===== src/hdl/line_follow_avoid_controller_defines.svh =====
// ---------------------------------------------------------------------------
// line_follow_avoid_controller_defines
// Assertion macros shared by the line follow / avoid controller.
// Each macro expects clk and rst_n to be visible where it is used.
// ---------------------------------------------------------------------------
`ifndef LINE_FOLLOW_AVOID_CONTROLLER_DEFINES_SVH
`define LINE_FOLLOW_AVOID_CONTROLLER_DEFINES_SVH

// Same-cycle implication, disabled while reset is asserted
`define LFAC_ASSERT_SAME(lbl, ante, cons, msg) \
  lbl: assert property (@(posedge clk) disable iff (!rst_n) (ante) |-> (cons)) else $error(msg);

// Next-cycle implication, disabled while reset is asserted
`define LFAC_ASSERT_NEXT(lbl, ante, cons, msg) \
  lbl: assert property (@(posedge clk) disable iff (!rst_n) (ante) |=> (cons)) else $error(msg);

`endif


===== src/hdl/lfac_pkg.sv =====
// ---------------------------------------------------------------------------
// lfac_pkg
// Shared widths, mode codes and controller/datapath command types.
// ---------------------------------------------------------------------------
package lfac_pkg;

  // Port and field widths
  localparam int unsigned IN_FIELDS_W = 20;
  localparam int unsigned IN_W        = 24;
  localparam int unsigned OUT_W       = 48;
  localparam int unsigned CFG_IDX_W   = 3;
  localparam int unsigned CFG_DATA_W  = 16;
  localparam int unsigned PWM_W       = 14;
  localparam int unsigned MODE_W      = 4;
  localparam int unsigned DRIVE_W     = 13;
  localparam int unsigned DIST_W      = 16;
  localparam int unsigned GAIN_W      = 16;

  // Operating modes
  typedef enum logic [MODE_W-1:0] {
    MODE_RUN     = 4'd0,
    MODE_BLOCKED = 4'd1,
    MODE_LEFT    = 4'd3,
    MODE_RIGHT   = 4'd4,
    MODE_REALIGN = 4'd5,
    MODE_DASH    = 4'd6,
    MODE_AVOID   = 4'd7,
    MODE_RETURN  = 4'd8
  } mode_t;

  // Steering source loaded at the steer step
  typedef enum logic [2:0] {
    STEER_HOLD,
    STEER_PID,
    STEER_NEG_TURN,
    STEER_POS_TURN,
    STEER_ZERO
  } steer_sel_t;

  // Forward drive source loaded at the steer step
  typedef enum logic [2:0] {
    FWD_HOLD,
    FWD_PID,
    FWD_ZERO,
    FWD_BACK,
    FWD_DASH
  } fwd_sel_t;

  // Wheel output update
  typedef enum logic [1:0] {
    HELD_KEEP,
    HELD_MIX,
    HELD_AVOID,
    HELD_RETURN
  } held_sel_t;

  // Controller to datapath commands
  typedef struct packed {
    logic       capture;
    logic       pid_err;
    logic       steer_en;
    steer_sel_t steer_sel;
    fwd_sel_t   fwd_sel;
    logic       held_en;
    held_sel_t  held_sel;
  } dp_cmd_t;

  // Datapath to controller status
  typedef struct packed {
    logic obstacle_near;
    logic line_blocked;
  } dp_stat_t;

endpackage


===== src/hdl/lfac_ctrl.sv =====
// ---------------------------------------------------------------------------
// lfac_ctrl
// Tick sequencer: mode machine, per-mode tick counters, handshakes and the
// command schedule for the datapath.
// ---------------------------------------------------------------------------
module lfac_ctrl (
  input  logic                        clk,
  input  logic                        rst_n,
  input  logic                        in_tvalid,
  output logic                        in_tready,
  output logic                        out_tvalid,
  input  logic                        out_tready,
  output logic [lfac_pkg::MODE_W-1:0] out_mode,
  input  lfac_pkg::dp_stat_t          stat,
  output lfac_pkg::dp_cmd_t           cmd
);
  import lfac_pkg::*;

  localparam logic [2:0] LEFT_TICKS    = 3'd6;
  localparam logic [3:0] RIGHT_TICKS   = 4'd12;
  localparam logic [1:0] BACKUP_TICKS  = 2'd2;
  localparam logic [2:0] REALIGN_TICKS = 3'd6;
  localparam logic [2:0] REALIGN_EXIT  = 3'd2;
  localparam logic [1:0] DASH_TICKS    = 2'd3;
  localparam logic [4:0] AVOID_TICKS   = 5'd23;
  localparam logic [3:0] RETURN_TICKS  = 4'd13;

  typedef enum logic [2:0] {
    ST_IDLE,
    ST_DECIDE,
    ST_MUL,
    ST_STEER,
    ST_W1,
    ST_W2,
    ST_W3,
    ST_OUT
  } state_t;

  state_t     state_r, state_nxt;
  mode_t      mode_r, mode_nxt;
  mode_t      handled_r, handled_nxt;
  mode_t      out_mode_r, out_mode_nxt;
  logic [2:0] left_cnt_r, left_cnt_nxt;
  logic [3:0] right_cnt_r, right_cnt_nxt;
  logic [1:0] backup_cnt_r, backup_cnt_nxt;
  logic [2:0] realign_cnt_r, realign_cnt_nxt;
  logic [1:0] dash_cnt_r, dash_cnt_nxt;
  logic [4:0] avoid_cnt_r, avoid_cnt_nxt;
  logic [3:0] return_cnt_r, return_cnt_nxt;
  steer_sel_t steer_sel_r, steer_sel_nxt;
  fwd_sel_t   fwd_sel_r, fwd_sel_nxt;
  held_sel_t  held_sel_r, held_sel_nxt;
  logic       out_valid_r, out_valid_nxt;

  logic       near;
  mode_t      eff_mode;
  logic       slot_free;
  logic       pid_go;

  assign slot_free = !out_valid_r || out_tready;

  // Obstacle override and per-mode decision
  always_comb begin
    state_nxt       = state_r;
    mode_nxt        = mode_r;
    handled_nxt     = handled_r;
    out_mode_nxt    = out_mode_r;
    left_cnt_nxt    = left_cnt_r;
    right_cnt_nxt   = right_cnt_r;
    backup_cnt_nxt  = backup_cnt_r;
    realign_cnt_nxt = realign_cnt_r;
    dash_cnt_nxt    = dash_cnt_r;
    avoid_cnt_nxt   = avoid_cnt_r;
    return_cnt_nxt  = return_cnt_r;
    steer_sel_nxt   = steer_sel_r;
    fwd_sel_nxt     = fwd_sel_r;
    held_sel_nxt    = held_sel_r;
    out_valid_nxt   = out_valid_r;
    pid_go          = 1'b0;

    near     = stat.obstacle_near && (mode_r != MODE_AVOID) && (mode_r != MODE_RETURN);
    eff_mode = near ? MODE_AVOID : mode_r;

    case (state_r)
      ST_IDLE: begin
        if (in_tvalid) begin
          state_nxt = ST_DECIDE;
        end
      end
      ST_DECIDE: begin
        state_nxt     = ST_MUL;
        handled_nxt   = eff_mode;
        steer_sel_nxt = STEER_HOLD;
        fwd_sel_nxt   = FWD_HOLD;
        held_sel_nxt  = HELD_KEEP;
        mode_nxt      = MODE_RUN;
        if (near) begin
          avoid_cnt_nxt  = AVOID_TICKS;
          return_cnt_nxt = RETURN_TICKS;
        end
        case (eff_mode)
          MODE_RUN: begin
            pid_go        = 1'b1;
            steer_sel_nxt = STEER_PID;
            fwd_sel_nxt   = FWD_PID;
            mode_nxt      = stat.line_blocked ? MODE_BLOCKED : MODE_RUN;
          end
          MODE_BLOCKED: begin
            mode_nxt        = MODE_LEFT;
            left_cnt_nxt    = LEFT_TICKS;
            right_cnt_nxt   = RIGHT_TICKS;
            realign_cnt_nxt = REALIGN_TICKS;
            dash_cnt_nxt    = DASH_TICKS;
          end
          MODE_LEFT: begin
            if (left_cnt_r != '0) begin
              left_cnt_nxt   = left_cnt_r - 3'd1;
              fwd_sel_nxt    = FWD_ZERO;
              steer_sel_nxt  = STEER_NEG_TURN;
              backup_cnt_nxt = BACKUP_TICKS;
              mode_nxt       = MODE_LEFT;
            end else if (stat.line_blocked) begin
              mode_nxt = MODE_RIGHT;
            end else if (backup_cnt_r != '0) begin
              backup_cnt_nxt = backup_cnt_r - 2'd1;
              fwd_sel_nxt    = FWD_BACK;
              steer_sel_nxt  = STEER_ZERO;
              mode_nxt       = MODE_LEFT;
            end
          end
          MODE_RIGHT: begin
            if (right_cnt_r != '0) begin
              right_cnt_nxt  = right_cnt_r - 4'd1;
              fwd_sel_nxt    = FWD_ZERO;
              steer_sel_nxt  = STEER_POS_TURN;
              backup_cnt_nxt = BACKUP_TICKS;
              mode_nxt       = MODE_RIGHT;
            end else if (stat.line_blocked) begin
              mode_nxt = MODE_REALIGN;
            end else if (backup_cnt_r != '0) begin
              backup_cnt_nxt = backup_cnt_r - 2'd1;
              fwd_sel_nxt    = FWD_BACK;
              steer_sel_nxt  = STEER_ZERO;
              mode_nxt       = MODE_RIGHT;
            end
          end
          MODE_REALIGN: begin
            if (realign_cnt_r != '0) begin
              realign_cnt_nxt = realign_cnt_r - 3'd1;
              fwd_sel_nxt     = FWD_ZERO;
              steer_sel_nxt   = STEER_NEG_TURN;
              mode_nxt        = MODE_REALIGN;
            end else begin
              realign_cnt_nxt = REALIGN_EXIT;
              mode_nxt        = MODE_DASH;
            end
          end
          MODE_DASH: begin
            if (dash_cnt_r != '0) begin
              dash_cnt_nxt  = dash_cnt_r - 2'd1;
              fwd_sel_nxt   = FWD_DASH;
              steer_sel_nxt = STEER_ZERO;
              mode_nxt      = MODE_DASH;
            end
          end
          MODE_AVOID: begin
            if (near || avoid_cnt_r != '0) begin
              // a fresh obstacle reloads the counter before it is used
              avoid_cnt_nxt = (near ? AVOID_TICKS : avoid_cnt_r) - 5'd1;
              held_sel_nxt  = HELD_AVOID;
              mode_nxt      = MODE_AVOID;
            end else begin
              avoid_cnt_nxt  = AVOID_TICKS;
              return_cnt_nxt = RETURN_TICKS;
              mode_nxt       = MODE_RETURN;
            end
          end
          MODE_RETURN: begin
            if (return_cnt_r != '0) begin
              return_cnt_nxt = return_cnt_r - 4'd1;
              held_sel_nxt   = HELD_RETURN;
              mode_nxt       = MODE_RETURN;
            end else begin
              return_cnt_nxt = RETURN_TICKS;
            end
          end
          default: begin
            mode_nxt = MODE_RUN;
          end
        endcase
        // every mode outside avoidance remixes the wheels
        if (mode_nxt != MODE_AVOID && mode_nxt != MODE_RETURN) begin
          held_sel_nxt = HELD_MIX;
        end
      end
      ST_MUL:   state_nxt = ST_STEER;
      ST_STEER: state_nxt = ST_W1;
      ST_W1:    state_nxt = ST_W2;
      ST_W2:    state_nxt = ST_W3;
      ST_W3:    state_nxt = ST_OUT;
      ST_OUT: begin
        if (slot_free) begin
          state_nxt    = ST_IDLE;
          out_mode_nxt = handled_r;
        end
      end
      default: state_nxt = ST_IDLE;
    endcase

    // result register handshake
    if (state_r == ST_OUT && slot_free) begin
      out_valid_nxt = 1'b1;
    end else if (out_tready) begin
      out_valid_nxt = 1'b0;
    end
  end

  // State and registered outputs
  always_ff @(posedge clk) begin
    if (!rst_n) begin
      state_r       <= ST_IDLE;
      mode_r        <= MODE_RUN;
      handled_r     <= MODE_RUN;
      out_mode_r    <= MODE_RUN;
      left_cnt_r    <= LEFT_TICKS;
      right_cnt_r   <= RIGHT_TICKS;
      backup_cnt_r  <= BACKUP_TICKS;
      realign_cnt_r <= REALIGN_TICKS;
      dash_cnt_r    <= DASH_TICKS;
      avoid_cnt_r   <= AVOID_TICKS;
      return_cnt_r  <= RETURN_TICKS;
      steer_sel_r   <= STEER_HOLD;
      fwd_sel_r     <= FWD_HOLD;
      held_sel_r    <= HELD_KEEP;
      out_valid_r   <= 1'b0;
    end else begin
      state_r       <= state_nxt;
      mode_r        <= mode_nxt;
      handled_r     <= handled_nxt;
      out_mode_r    <= out_mode_nxt;
      left_cnt_r    <= left_cnt_nxt;
      right_cnt_r   <= right_cnt_nxt;
      backup_cnt_r  <= backup_cnt_nxt;
      realign_cnt_r <= realign_cnt_nxt;
      dash_cnt_r    <= dash_cnt_nxt;
      avoid_cnt_r   <= avoid_cnt_nxt;
      return_cnt_r  <= return_cnt_nxt;
      steer_sel_r   <= steer_sel_nxt;
      fwd_sel_r     <= fwd_sel_nxt;
      held_sel_r    <= held_sel_nxt;
      out_valid_r   <= out_valid_nxt;
    end
  end

  // Handshakes and datapath commands
  assign in_tready  = (state_r == ST_IDLE);
  assign out_tvalid = out_valid_r;
  assign out_mode   = out_mode_r;

  always_comb begin
    cmd.capture   = in_tvalid && (state_r == ST_IDLE);
    cmd.pid_err   = pid_go;
    cmd.steer_en  = (state_r == ST_STEER);
    cmd.steer_sel = steer_sel_r;
    cmd.fwd_sel   = fwd_sel_r;
    cmd.held_en   = (state_r == ST_OUT) && slot_free;
    cmd.held_sel  = held_sel_r;
  end

endmodule


===== src/hdl/lfac_dp.sv =====
// ---------------------------------------------------------------------------
// lfac_dp
// Datapath: configuration registers, line error and integral, PID products,
// steer/forward registers and the wheel mixing pipeline with saturation.
// ---------------------------------------------------------------------------
module lfac_dp (
  input  logic                                 clk,
  input  logic                                 rst_n,
  input  lfac_pkg::dp_cmd_t                    cmd,
  output lfac_pkg::dp_stat_t                   stat,
  input  logic [lfac_pkg::IN_FIELDS_W-1:0]     in_fields,
  input  logic                                 cfg_we,
  input  logic [lfac_pkg::CFG_IDX_W-1:0]       cfg_index,
  input  logic [lfac_pkg::CFG_DATA_W-1:0]      cfg_data,
  output logic signed [lfac_pkg::PWM_W-1:0]    pwm_left,
  output logic signed [lfac_pkg::PWM_W-1:0]    pwm_right,
  output logic signed [lfac_pkg::PWM_W-1:0]    pwm_back
);
  import lfac_pkg::*;

  localparam int unsigned ERR_W   = 6;
  localparam int unsigned DIFF_W  = 7;
  localparam int unsigned SUM_W   = 15;
  localparam int unsigned STEER_W = 32;
  localparam int unsigned FX10_W  = 18;
  localparam int unsigned MIX_W   = STEER_W + 2;
  localparam int unsigned ABS_W   = MIX_W - 1;
  localparam int unsigned P_W     = STEER_W + 5;
  localparam int unsigned QL_W    = 17;
  localparam int unsigned QB_W    = 18;

  // Register indexes
  typedef enum logic [CFG_IDX_W-1:0] {
    CFG_KP, CFG_KI, CFG_KD, CFG_OBSTACLE, CFG_CRUISE, CFG_DASH, CFG_TURN, CFG_LIMIT
  } cfg_idx_t;

  localparam logic signed [GAIN_W-1:0] KP_RST       = 16'sd500;
  localparam logic [DIST_W-1:0]        OBSTACLE_RST = 16'd9;
  localparam logic [DRIVE_W-1:0]       CRUISE_RST   = 13'd800;
  localparam logic [DRIVE_W-1:0]       DASH_RST     = 13'd1000;
  localparam logic [DRIVE_W-1:0]       TURN_RST     = 13'd800;
  localparam logic [DRIVE_W-1:0]       LIMIT_RST    = 13'd6000;
  localparam logic [DIST_W-1:0]        NO_READING   = 16'd1;

  localparam logic signed [ERR_W-1:0]  W_OUTER   = 6'sd19;
  localparam logic signed [ERR_W-1:0]  W_INNER   = 6'sd12;
  localparam logic signed [SUM_W:0]    SUM_LIMIT = 16'sd10000;
  // outer sensor alone on the line: error forced to zero
  localparam logic [3:0] OUTER_RIGHT_ALONE = 4'b0111;
  localparam logic [3:0] OUTER_LEFT_ALONE  = 4'b1110;

  // x/10 = (x * 52429) >> 19 for x below 2^18
  localparam logic [16:0] RECIP_10       = 17'd52429;
  localparam int unsigned RECIP_10_SHIFT = 19;
  // x/25 = (x * 335545) >> 23 for x below 493447
  localparam logic [18:0] RECIP_25       = 19'd335545;
  localparam int unsigned RECIP_25_SHIFT = 23;
  // back = steer * 23 / 200
  localparam logic [4:0]  BACK_NUM       = 5'd23;

  // Configuration registers
  logic signed [GAIN_W-1:0] kp_r, ki_r, kd_r;
  logic [DIST_W-1:0]        obst_r;
  logic [DRIVE_W-1:0]       cruise_r, dash_r, turn_r, lim_r;

  always_ff @(posedge clk) begin
    if (!rst_n) begin
      kp_r     <= KP_RST;
      ki_r     <= '0;
      kd_r     <= '0;
      obst_r   <= OBSTACLE_RST;
      cruise_r <= CRUISE_RST;
      dash_r   <= DASH_RST;
      turn_r   <= TURN_RST;
      lim_r    <= LIMIT_RST;
    end else if (cfg_we) begin
      case (cfg_idx_t'(cfg_index))
        CFG_KP:       kp_r     <= $signed(cfg_data);
        CFG_KI:       ki_r     <= $signed(cfg_data);
        CFG_KD:       kd_r     <= $signed(cfg_data);
        CFG_OBSTACLE: obst_r   <= cfg_data;
        CFG_CRUISE:   cruise_r <= cfg_data[DRIVE_W-1:0];
        CFG_DASH:     dash_r   <= cfg_data[DRIVE_W-1:0];
        CFG_TURN:     turn_r   <= cfg_data[DRIVE_W-1:0];
        CFG_LIMIT:    lim_r    <= cfg_data[DRIVE_W-1:0];
        default: ;
      endcase
    end
  end

  // Input capture
  logic [3:0]        sens_r;
  logic [DIST_W-1:0] dist_r;

  always_ff @(posedge clk) begin
    if (cmd.capture) begin
      sens_r <= in_fields[3:0];
      dist_r <= in_fields[IN_FIELDS_W-1:4];
    end
  end

  assign stat.obstacle_near = (dist_r <= obst_r) && (dist_r != NO_READING);
  assign stat.line_blocked  = &sens_r;

  // Line error in tenths; a raw 0 means the sensor sees the line
  logic signed [ERR_W-1:0]  err_w;
  logic signed [SUM_W:0]    sum_tmp, sum_clamped;
  logic signed [ERR_W-1:0]  err_r, last_r;
  logic signed [SUM_W-1:0]  sum_r;
  logic signed [DIFF_W-1:0] diff_r;

  always_comb begin
    err_w = (sens_r[0] ? '0 : -W_OUTER) + (sens_r[1] ? '0 : -W_INNER)
          + (sens_r[2] ? '0 : W_INNER)  + (sens_r[3] ? '0 : W_OUTER);
    if (sens_r == OUTER_RIGHT_ALONE || sens_r == OUTER_LEFT_ALONE) begin
      err_w = '0;
    end
    sum_tmp = (SUM_W+1)'(sum_r) + (SUM_W+1)'(err_w);
    if (sum_tmp > SUM_LIMIT) begin
      sum_clamped = SUM_LIMIT;
    end else if (sum_tmp < -SUM_LIMIT) begin
      sum_clamped = -SUM_LIMIT;
    end else begin
      sum_clamped = sum_tmp;
    end
  end

  // Integral and derivative state
  always_ff @(posedge clk) begin
    if (!rst_n) begin
      sum_r  <= '0;
      last_r <= '0;
    end else if (cmd.pid_err) begin
      sum_r  <= sum_clamped[SUM_W-1:0];
      last_r <= err_w;
    end
  end

  always_ff @(posedge clk) begin
    if (cmd.pid_err) begin
      err_r  <= err_w;
      diff_r <= DIFF_W'(err_w) - DIFF_W'(last_r);
    end
  end

  // PID products, one multiplier each, registered
  logic signed [GAIN_W+ERR_W-1:0]  prod_p_r;
  logic signed [GAIN_W+SUM_W-1:0]  prod_i_r;
  logic signed [GAIN_W+DIFF_W-1:0] prod_d_r;

  always_ff @(posedge clk) begin
    prod_p_r <= (GAIN_W+ERR_W)'(kp_r) * (GAIN_W+ERR_W)'(err_r);
    prod_i_r <= (GAIN_W+SUM_W)'(ki_r) * (GAIN_W+SUM_W)'(sum_r);
    prod_d_r <= (GAIN_W+DIFF_W)'(kd_r) * (GAIN_W+DIFF_W)'(diff_r);
  end

  // Steer and forward drive
  logic signed [STEER_W-1:0] steer_r, pid_sum, turn_steer;
  logic signed [PWM_W-1:0]   fwd_r;
  logic [FX10_W-1:0]         turn_x10;

  assign pid_sum    = STEER_W'(prod_p_r) + STEER_W'(prod_i_r) + STEER_W'(prod_d_r);
  assign turn_x10   = FX10_W'(turn_r) * FX10_W'(10);
  assign turn_steer = $signed(STEER_W'(turn_x10));

  always_ff @(posedge clk) begin
    if (!rst_n) begin
      steer_r <= '0;
      fwd_r   <= '0;
    end else if (cmd.steer_en) begin
      case (cmd.steer_sel)
        STEER_PID:      steer_r <= pid_sum;
        STEER_NEG_TURN: steer_r <= -turn_steer;
        STEER_POS_TURN: steer_r <= turn_steer;
        STEER_ZERO:     steer_r <= '0;
        default:        steer_r <= steer_r;
      endcase
      case (cmd.fwd_sel)
        FWD_PID: begin
          if (!stat.line_blocked && err_r == '0) begin
            fwd_r <= $signed({1'b0, cruise_r});
          end else begin
            fwd_r <= '0;
          end
        end
        FWD_ZERO: fwd_r <= '0;
        FWD_BACK: fwd_r <= -$signed({1'b0, turn_r});
        FWD_DASH: fwd_r <= $signed({1'b0, dash_r});
        default:  fwd_r <= fwd_r;
      endcase
    end
  end

  // Wheel stage 1: left/right sums in tenths, steer magnitude
  logic signed [FX10_W-1:0] fwd_x10;
  logic signed [MIX_W-1:0]  mix_l_r, mix_r_r;
  logic [STEER_W-1:0]       s_abs_r;
  logic                     s_neg_r;

  assign fwd_x10 = FX10_W'(fwd_r) * $signed(FX10_W'(10));

  always_ff @(posedge clk) begin
    mix_l_r <= MIX_W'(steer_r) + MIX_W'(fwd_x10);
    mix_r_r <= MIX_W'(steer_r) - MIX_W'(fwd_x10);
    s_abs_r <= steer_r[STEER_W-1] ? STEER_W'(-steer_r) : STEER_W'(steer_r);
    s_neg_r <= steer_r[STEER_W-1];
  end

  // Wheel stage 2: magnitudes and back-wheel numerator
  logic [ABS_W-1:0] l_abs_r, r_abs_r;
  logic [P_W-1:0]   p_r;
  logic             l_neg2_r, r_neg2_r, b_neg2_r;

  always_ff @(posedge clk) begin
    l_abs_r  <= mix_l_r[MIX_W-1] ? ABS_W'(-mix_l_r) : ABS_W'(mix_l_r);
    r_abs_r  <= mix_r_r[MIX_W-1] ? ABS_W'(-mix_r_r) : ABS_W'(mix_r_r);
    l_neg2_r <= mix_l_r[MIX_W-1];
    r_neg2_r <= mix_r_r[MIX_W-1];
    p_r      <= P_W'(s_abs_r) * P_W'(BACK_NUM);
    b_neg2_r <= s_neg_r;
  end

  // Wheel stage 3: saturation tests and reciprocal divides
  logic [PWM_W-1:0]    lim_p1;
  logic [QL_W-1:0]     lim_x10;
  logic [20:0]         lim_x200;
  logic [QL_W+16:0]    ql_prod, qr_prod;
  logic [QB_W+18:0]    qb_prod;
  logic [PWM_W-1:0]    ql_r, qr_r, qb_r;
  logic                l_sat_r, r_sat_r, b_sat_r;
  logic                l_neg3_r, r_neg3_r, b_neg3_r;

  assign lim_p1   = {1'b0, lim_r} + PWM_W'(1);
  assign lim_x10  = QL_W'(lim_p1) * QL_W'(10);
  assign lim_x200 = 21'(lim_p1) * 21'd200;
  assign ql_prod  = (QL_W+17)'(l_abs_r[QL_W-1:0]) * (QL_W+17)'(RECIP_10);
  assign qr_prod  = (QL_W+17)'(r_abs_r[QL_W-1:0]) * (QL_W+17)'(RECIP_10);
  assign qb_prod  = (QB_W+19)'(p_r[QB_W+2:3]) * (QB_W+19)'(RECIP_25);

  always_ff @(posedge clk) begin
    l_sat_r  <= l_abs_r >= ABS_W'(lim_x10);
    r_sat_r  <= r_abs_r >= ABS_W'(lim_x10);
    b_sat_r  <= p_r >= P_W'(lim_x200);
    ql_r     <= ql_prod[RECIP_10_SHIFT +: PWM_W];
    qr_r     <= qr_prod[RECIP_10_SHIFT +: PWM_W];
    qb_r     <= qb_prod[RECIP_25_SHIFT +: PWM_W];
    l_neg3_r <= l_neg2_r;
    r_neg3_r <= r_neg2_r;
    b_neg3_r <= b_neg2_r;
  end

  // Saturated, signed wheel value
  function automatic logic signed [PWM_W-1:0] wheel_value(
    input logic             sat,
    input logic [PWM_W-1:0] quo,
    input logic             neg,
    input logic [DRIVE_W-1:0] lim
  );
    logic [PWM_W-1:0] mag;
    begin
      mag = sat ? {1'b0, lim} : quo;
      wheel_value = neg ? $signed(-mag) : $signed(mag);
    end
  endfunction

  // Avoidance drives, limited to the bound
  logic [DRIVE_W-1:0] turn_sat;
  logic [PWM_W-1:0]   two_turn, back_sat;

  assign turn_sat = (turn_r > lim_r) ? lim_r : turn_r;
  assign two_turn = {turn_r, 1'b0};
  assign back_sat = (two_turn > {1'b0, lim_r}) ? {1'b0, lim_r} : two_turn;

  // Held wheel values double as the result register
  logic signed [PWM_W-1:0] held_l_r, held_r_r, held_b_r;

  always_ff @(posedge clk) begin
    if (!rst_n) begin
      held_l_r <= '0;
      held_r_r <= '0;
      held_b_r <= '0;
    end else if (cmd.held_en) begin
      case (cmd.held_sel)
        HELD_MIX: begin
          held_l_r <= wheel_value(l_sat_r, ql_r, l_neg3_r, lim_r);
          held_r_r <= wheel_value(r_sat_r, qr_r, r_neg3_r, lim_r);
          held_b_r <= wheel_value(b_sat_r, qb_r, b_neg3_r, lim_r);
        end
        HELD_AVOID: begin
          held_l_r <= '0;
          held_r_r <= -$signed({1'b0, turn_sat});
          held_b_r <= $signed(back_sat);
        end
        HELD_RETURN: begin
          held_l_r <= -$signed({1'b0, turn_sat});
          held_r_r <= -$signed({1'b0, turn_sat});
          held_b_r <= -$signed({1'b0, turn_sat});
        end
        default: ;
      endcase
    end
  end

  assign pwm_left  = held_l_r;
  assign pwm_right = held_r_r;
  assign pwm_back  = held_b_r;

endmodule


===== src/hdl/line_follow_avoid_controller.sv =====
// Sequence: an accepted request passes through the controller steps in order
//   (decide, PID multiply, steer load, three wheel mixing stages, output); the
//   output step waits only while the previous result is still waiting on
//   out_tready. A new request is accepted only once the controller is idle.
// Reset: synchronous active-low rst_n restores register defaults, line-follow
//   mode, reloaded tick counters and zero wheel drives; no clearing pass.
// ---------------------------------------------------------------------------
// line_follow_avoid_controller
// Per-tick drive controller for a three-wheel line follower with PID
// steering, blocked-line recovery and ultrasonic obstacle avoidance.
// ---------------------------------------------------------------------------
`include "line_follow_avoid_controller_defines.svh"

module line_follow_avoid_controller (
  input  logic                             clk,
  input  logic                             rst_n,
  // sensor_outer_left, sensor_inner_left, sensor_inner_right,
  // sensor_outer_right, distance_cm[15:0], zero pad[3:0]
  input  logic [lfac_pkg::IN_W-1:0]        in_tdata,
  input  logic                             in_tvalid,
  output logic                             in_tready,
  // pwm_left[13:0], pwm_right[13:0], pwm_back[13:0], mode_handled[3:0],
  // zero pad[1:0]
  output logic [lfac_pkg::OUT_W-1:0]       out_tdata,
  output logic                             out_tvalid,
  input  logic                             out_tready,
  input  logic                             cfg_we,
  input  logic [lfac_pkg::CFG_IDX_W-1:0]   cfg_index,
  input  logic [lfac_pkg::CFG_DATA_W-1:0]  cfg_data
);
  import lfac_pkg::*;

  dp_cmd_t                 cmd;
  dp_stat_t                stat;
  logic [MODE_W-1:0]       out_mode;
  logic signed [PWM_W-1:0] pwm_left, pwm_right, pwm_back;

  // Sequencer
  lfac_ctrl u_ctrl (
    .clk        (clk),
    .rst_n      (rst_n),
    .in_tvalid  (in_tvalid),
    .in_tready  (in_tready),
    .out_tvalid (out_tvalid),
    .out_tready (out_tready),
    .out_mode   (out_mode),
    .stat       (stat),
    .cmd        (cmd)
  );

  // Arithmetic and configuration
  lfac_dp u_dp (
    .clk       (clk),
    .rst_n     (rst_n),
    .cmd       (cmd),
    .stat      (stat),
    .in_fields (in_tdata[IN_FIELDS_W-1:0]),
    .cfg_we    (cfg_we),
    .cfg_index (cfg_index),
    .cfg_data  (cfg_data),
    .pwm_left  (pwm_left),
    .pwm_right (pwm_right),
    .pwm_back  (pwm_back)
  );

  // Result packing
  assign out_tdata = {2'b00, out_mode, pwm_back, pwm_right, pwm_left};

  // Checks
  `LFAC_ASSERT_NEXT(a_one_in_flight, in_tvalid && in_tready, !in_tready, "request accepted while busy")
  `LFAC_ASSERT_NEXT(a_load_shows, cmd.held_en, out_tvalid, "wheel update not presented")
  `LFAC_ASSERT_SAME(a_rise_from_load, $rose(out_tvalid), $past(cmd.held_en), "result without update")

endmodule

===== config.mk =====
export PLATFORM = sky130hd
export DESIGN_NAME = line_follow_avoid_controller
export DESIGN_NICKNAME = d
export VERILOG_FILES = /design/src/hdl/lfac_pkg.sv /design/src/hdl/lfac_ctrl.sv /design/src/hdl/lfac_dp.sv /design/src/hdl/line_follow_avoid_controller.sv
export VERILOG_INCLUDE_DIRS = /design/src /design/src/hdl
export SDC_FILE = /design/constraint.sdc
export NUM_CORES = 2
export LEC_CHECK = 0
export BUFFER_PORTS_ARGS = -buffer_cell sky130_fd_sc_hd__buf_2
export CORE_ASPECT_RATIO = 1.75
export CORE_MARGIN = 8
export CORE_UTILIZATION = 50
export CTS_CLUSTER_DIAMETER = 60
export DETAILED_ROUTE_END_ITERATION = 8
export PLACE_DENSITY = 0.72
export SYNTH_ARGS = -nofsm -noshare
export SYNTH_HDL_FRONTEND = slang
export SYNTH_SLANG_ARGS = --single-unit

===== constraint.sdc =====
create_clock -name clk -period 8.5 [get_ports clk]
set_input_delay 0.85 -clock clk [delete_from_list [all_inputs] [get_ports clk]]
set_output_delay 0.85 -clock clk [all_outputs]
set_load 0.02 [all_outputs]

==> impl_results.md <==
- Inserted Clock Buffers: 68
- CTS sink count: 629
- Flop-to-flop setup slack: 1.40 ns
- Post-route cell area: 73700 sq um
- Most frequent cells in the layout: 1288 x inv_1, 1009 x ha_1, 786 x fa_1
- Area Growth Syn to Fin: 6.67%
- GRT overflow: 0
- Register area: 12900 sq um
- Final core occ: 53.6%
- Hold_buf cts: 0
- Post-synth cell types: 97
- Crit. End Element: register
- Largest net degree at the start of global routing: 99
- Final HPWL DP: 154000 um
- Setup TNS: 0 ns
- Core box area: 137000 sq um
- Syn Inst Count: 7602
- Critical path's most frequent cell: fa_1
- First-pass GRT wire length: 297000 um
- Clk root buf: clkbuf_16
- Max Cap Viol: 0
- Row cnt: 180
- Area after DPL: 71300 sq um
- Worst hold path depth: 0
- H-tree levels: 3
- Seq/Total Area, Yosys: 18.7%
- Least-Margin Pin Slew: 1.20 ns
- WL per Instance: 19.6 um
- Hold/Removal Path Class: reg2reg
- Count of input and output buffers: 91
- Final worst slack: 1.40 ns
- CP Cell Sequence: buf_4, nand2_1, inv_1, fa_1, fa_1, inv_1, fa_1, inv_1, fa_1, fa_1, inv_1, fa_1, inv_1, ha_1, and3_1, a221o_1, nand2_1, nand2b_1, a21o_1, nor3_1, o31ai_1, a31o_2, a21oi_1, xnor2_1
- Initial Utilization: 50.3%
- Global-route usage over all layers: 24.6%
- Yosys reg bits: 629
- Vias in the first global route: 57000
- Slowest cell on crit path: fa_1
- Placed insts: 9340
- Hold Path Sink: u_dp.b_neg2_r$_DFF_P_
- Hold Crit Start: u_dp.s_neg_r$_DFF_P_
- Crit Path Max Fanout: 14
- DRC: 0
- Routed vias: 53100
- Syn. warnings: 0
- DRT iter0 DRCs: 2952
- Routed Antenna Nets: 0
- WP data arrival: 7.67 ns
- Worst-Skew Late Latency: 0.69 ns
- Top_reg_cell synth: dfxtp_1
- Leakage Power: 37.3 nW
- Fillcell total: 12400
- EDFF count, synth: 33
- Clock Skew: 0.0467 ns
- Pwr per Cell Area: 289 nW/um^2
- Initial DRT Pass Iterations: 6
- Chip Height: 508 um
- IO Count: 98
- Max incr delay on CP: 0.84 ns
- Fin nets: 9433
- Final Slew Violations: 0
- CTS tree: built
- Routability Congestion: 0.970
- Commonest non-fill, non-tap cell in the layout: inv_1
- Post-CTS sizing: 0
- Post-CTS setup buffers: 0
- Family with the most delay on the worst path: adder cells
- Achievable frequency: 141 MHz
- Required @ worst endpoint: 9.07 ns
- Worst Path Buf+Inv: 6
- Async S/R FF share, synth: 0%
- Share of layout cells above drive strength 1: 4.62%
- CP startpoint kind: register
- RSZ-0062 raised after global routing: no
- Routed wire length: 186000 um
- Syn Area/Cell: 9.09 sq um
- Multi-input gate area in the final layout: 50500 sq um
- Relative slew margins: 20.3%
- Setup slack at placement: 1.46 ns
- Count of non-filler cells in the finished layout: 9467
- Avg Vias per Cell: 5.61
- Hold Vio Cnt, Final: 0
- Status: finished, final reports clean
- Clk pin slew, worst setup/hold paths: 0.06 ns
- Die Wd: 297 um
- Register-to-Register Path Depth: 24
- Initial antenna violation count: 4
- Worst R2R End: u_dp.prod_i_r[30]$_DFF_P_
- Maximum vdd drop: 0.356 mV
- Die Footprint: 151000 sq um
- Critical path class: reg2reg
- Cell area after synthesis: 69100 sq um
- Tmin final: 7.10 ns
- Final setup violation count: 0
- Reg2reg start: u_dp.sum_r[1]$_SDFFE_PN0P_
- Period Utilization, post-route: 83.5%
- Clk buf depth: 3
[cell type report]
class / count / share of cell area [%]
multi-input cells: 5458 / 68.5
flip-flops and latches: 629 / 17.5
inverters: 1291 / 6.58
well taps: 1820 / 3.09
clock buffers: 85 / 2.51
repair buffers: 142 / 1.14
clock inverters: 37 / 0.671
diodes: 5 / 0.0170
[logic make-up (layout without fill, tap and decap cells)]
family          Yosys count  after routing  share of synthesized area, %
fa+ha+maj              1795           1795                          41.0
compound gates         1262           1262                          11.9
mux                      85             85                          1.25
simple gates           1861           1861                          13.0
buf+inv                1516           1555                          8.29
other cells               1              7                       0.00543
xor+xnor                453            453                          5.74
flops                   629            629                          18.7
[worst max-delay path by stage]
stage / startpoint / endpoint / slack (ns) / cells after the start
6_report: u_dp.sum_r[1]$_SDFFE_PN0P_ / u_dp.prod_i_r[30]$_DFF_P_ / 1.40 / 24
5_1_grt: u_dp.sum_r[0]$_SDFFE_PN0P_ / u_dp.prod_i_r[30]$_DFF_P_ / 1.04 / 22
4_1_cts: u_dp.l_abs_r[5]$_DFF_P_ / u_dp.ql_r[13]$_DFF_P_ / 1.42 / 20
3_5_place_dp: u_dp.l_abs_r[5]$_DFF_P_ / u_dp.ql_r[13]$_DFF_P_ / 1.46 / 20
3_3_place_gp: u_dp.l_abs_r[3]$_DFF_P_ / u_dp.ql_r[13]$_DFF_P_ / 1.54 / 22
2_1_floorplan: u_dp.sum_r[1]$_SDFFE_PN0P_ / u_dp.prod_i_r[30]$_DFF_P_ / 2.15 / 24
[cells in the mapped netlist, drive strengths merged (26+ instances only)]
master | count | share of area [%]
inv | 1289 | 7.0
ha | 1009 | 18
fa | 786 | 23
nand2 | 670 | 3.6
dfxtp | 596 | 17
a21oi | 376 | 2.7
xnor2 | 368 | 4.7
nor2 | 334 | 1.8
o21ai | 261 | 1.9
and2 | 235 | 2.1
clkbuf | 200 | 1.1
nor3 | 121 | 0.90
a21o | 114 | 1.2
nand3 | 103 | 0.75
nand2b | 96 | 0.87
xor2 | 85 | 1.1
mux2i | 77 | 1.1
nor2b | 62 | 0.56
o21a | 59 | 0.64
a211oi | 45 | 0.49
o31ai | 43 | 0.51
or3 | 42 | 0.40
nand4 | 41 | 0.37
nor4 | 41 | 0.38
o211ai | 41 | 0.45
and3 | 34 | 0.31
a31oi | 33 | 0.30
edfxtp | 33 | 1.4
o21bai | 33 | 0.36
a221oi | 27 | 0.35
or2 | 26 | 0.24
[flip-flops by register name, indices dropped and copies added, names as in the netlist, 14 cells and up]
register,cells
u_dp.prod_p_r,22
u_dp.sum_r,15
u_dp.l_abs_r,32
u_dp.qb_r,14
u_dp.steer_r,32
u_dp.prod_d_r,23
u_dp.prod_i_r,31
u_dp.fwd_r,14
u_dp.obst_r,16
u_dp.p_r,37
u_dp.dist_r,16
u_dp.ql_r,14
u_dp.s_abs_r,31
u_dp.pwm_left,14
u_dp.pwm_back,14
u_dp.mix_l_r,33
u_dp.qr_r,14
u_dp.kp_r,16
u_dp.kd_r,16
u_dp.ki_r,16
u_dp.pwm_right,14
u_dp.mix_r_r,31
u_dp.r_abs_r,32
[metrics by stage]
step | power, mW | hold WS (ns)
after detailed placement | 18.1 | 0.315
after floorplan | 14.3 | 0.310
final | 21.3 | 0.326
after global routing | 23.3 | 0.312
after CTS | 21.4 | 0.287
after global placement | 17.8 | 0.313
[power by group]
part / leakage [nW] / internal (mW) / switching, mW
logic: 30.9 / 5.60 / 7.99
registers: 5.16 / 3.63 / 0.914
clock network: 1.15 / 1.79 / 1.34
total: 37.3 / 11.0 / 10.2
[worst reg2reg max path, stage by stage (launching register included)]
cell and delay (ns):
dfxtp_1 0.72, buf_4 0.27, nand2_1 0.09, inv_1 0.12, fa_1 0.58, fa_1 0.84
inv_1 0.15, fa_1 0.50, inv_1 0.05, fa_1 0.48, fa_1 0.49, inv_1 0.05
fa_1 0.47, inv_1 0.04, ha_1 0.31, and3_1 0.20, a221o_1 0.38, nand2_1 0.10
nand2b_1 0.09, a21o_1 0.20, nor3_1 0.15, o31ai_1 0.13, a31o_2 0.26, a21oi_1 0.16
xnor2_1 0.14
[layer usage]
metal / GRT usage (%) / vias to the layer above / share of wire, %
met2: 47.2 / 1505 / 53
met1: 23.7 / 25900 / 34
li1: - / 25000 / -
met4: 18.7 / 2 / 9.1
met3: 2.84 / 663 / 4.1
met5: 0 / - / 0.0086
Note: power is estimated with default switching activity, not from simulation.
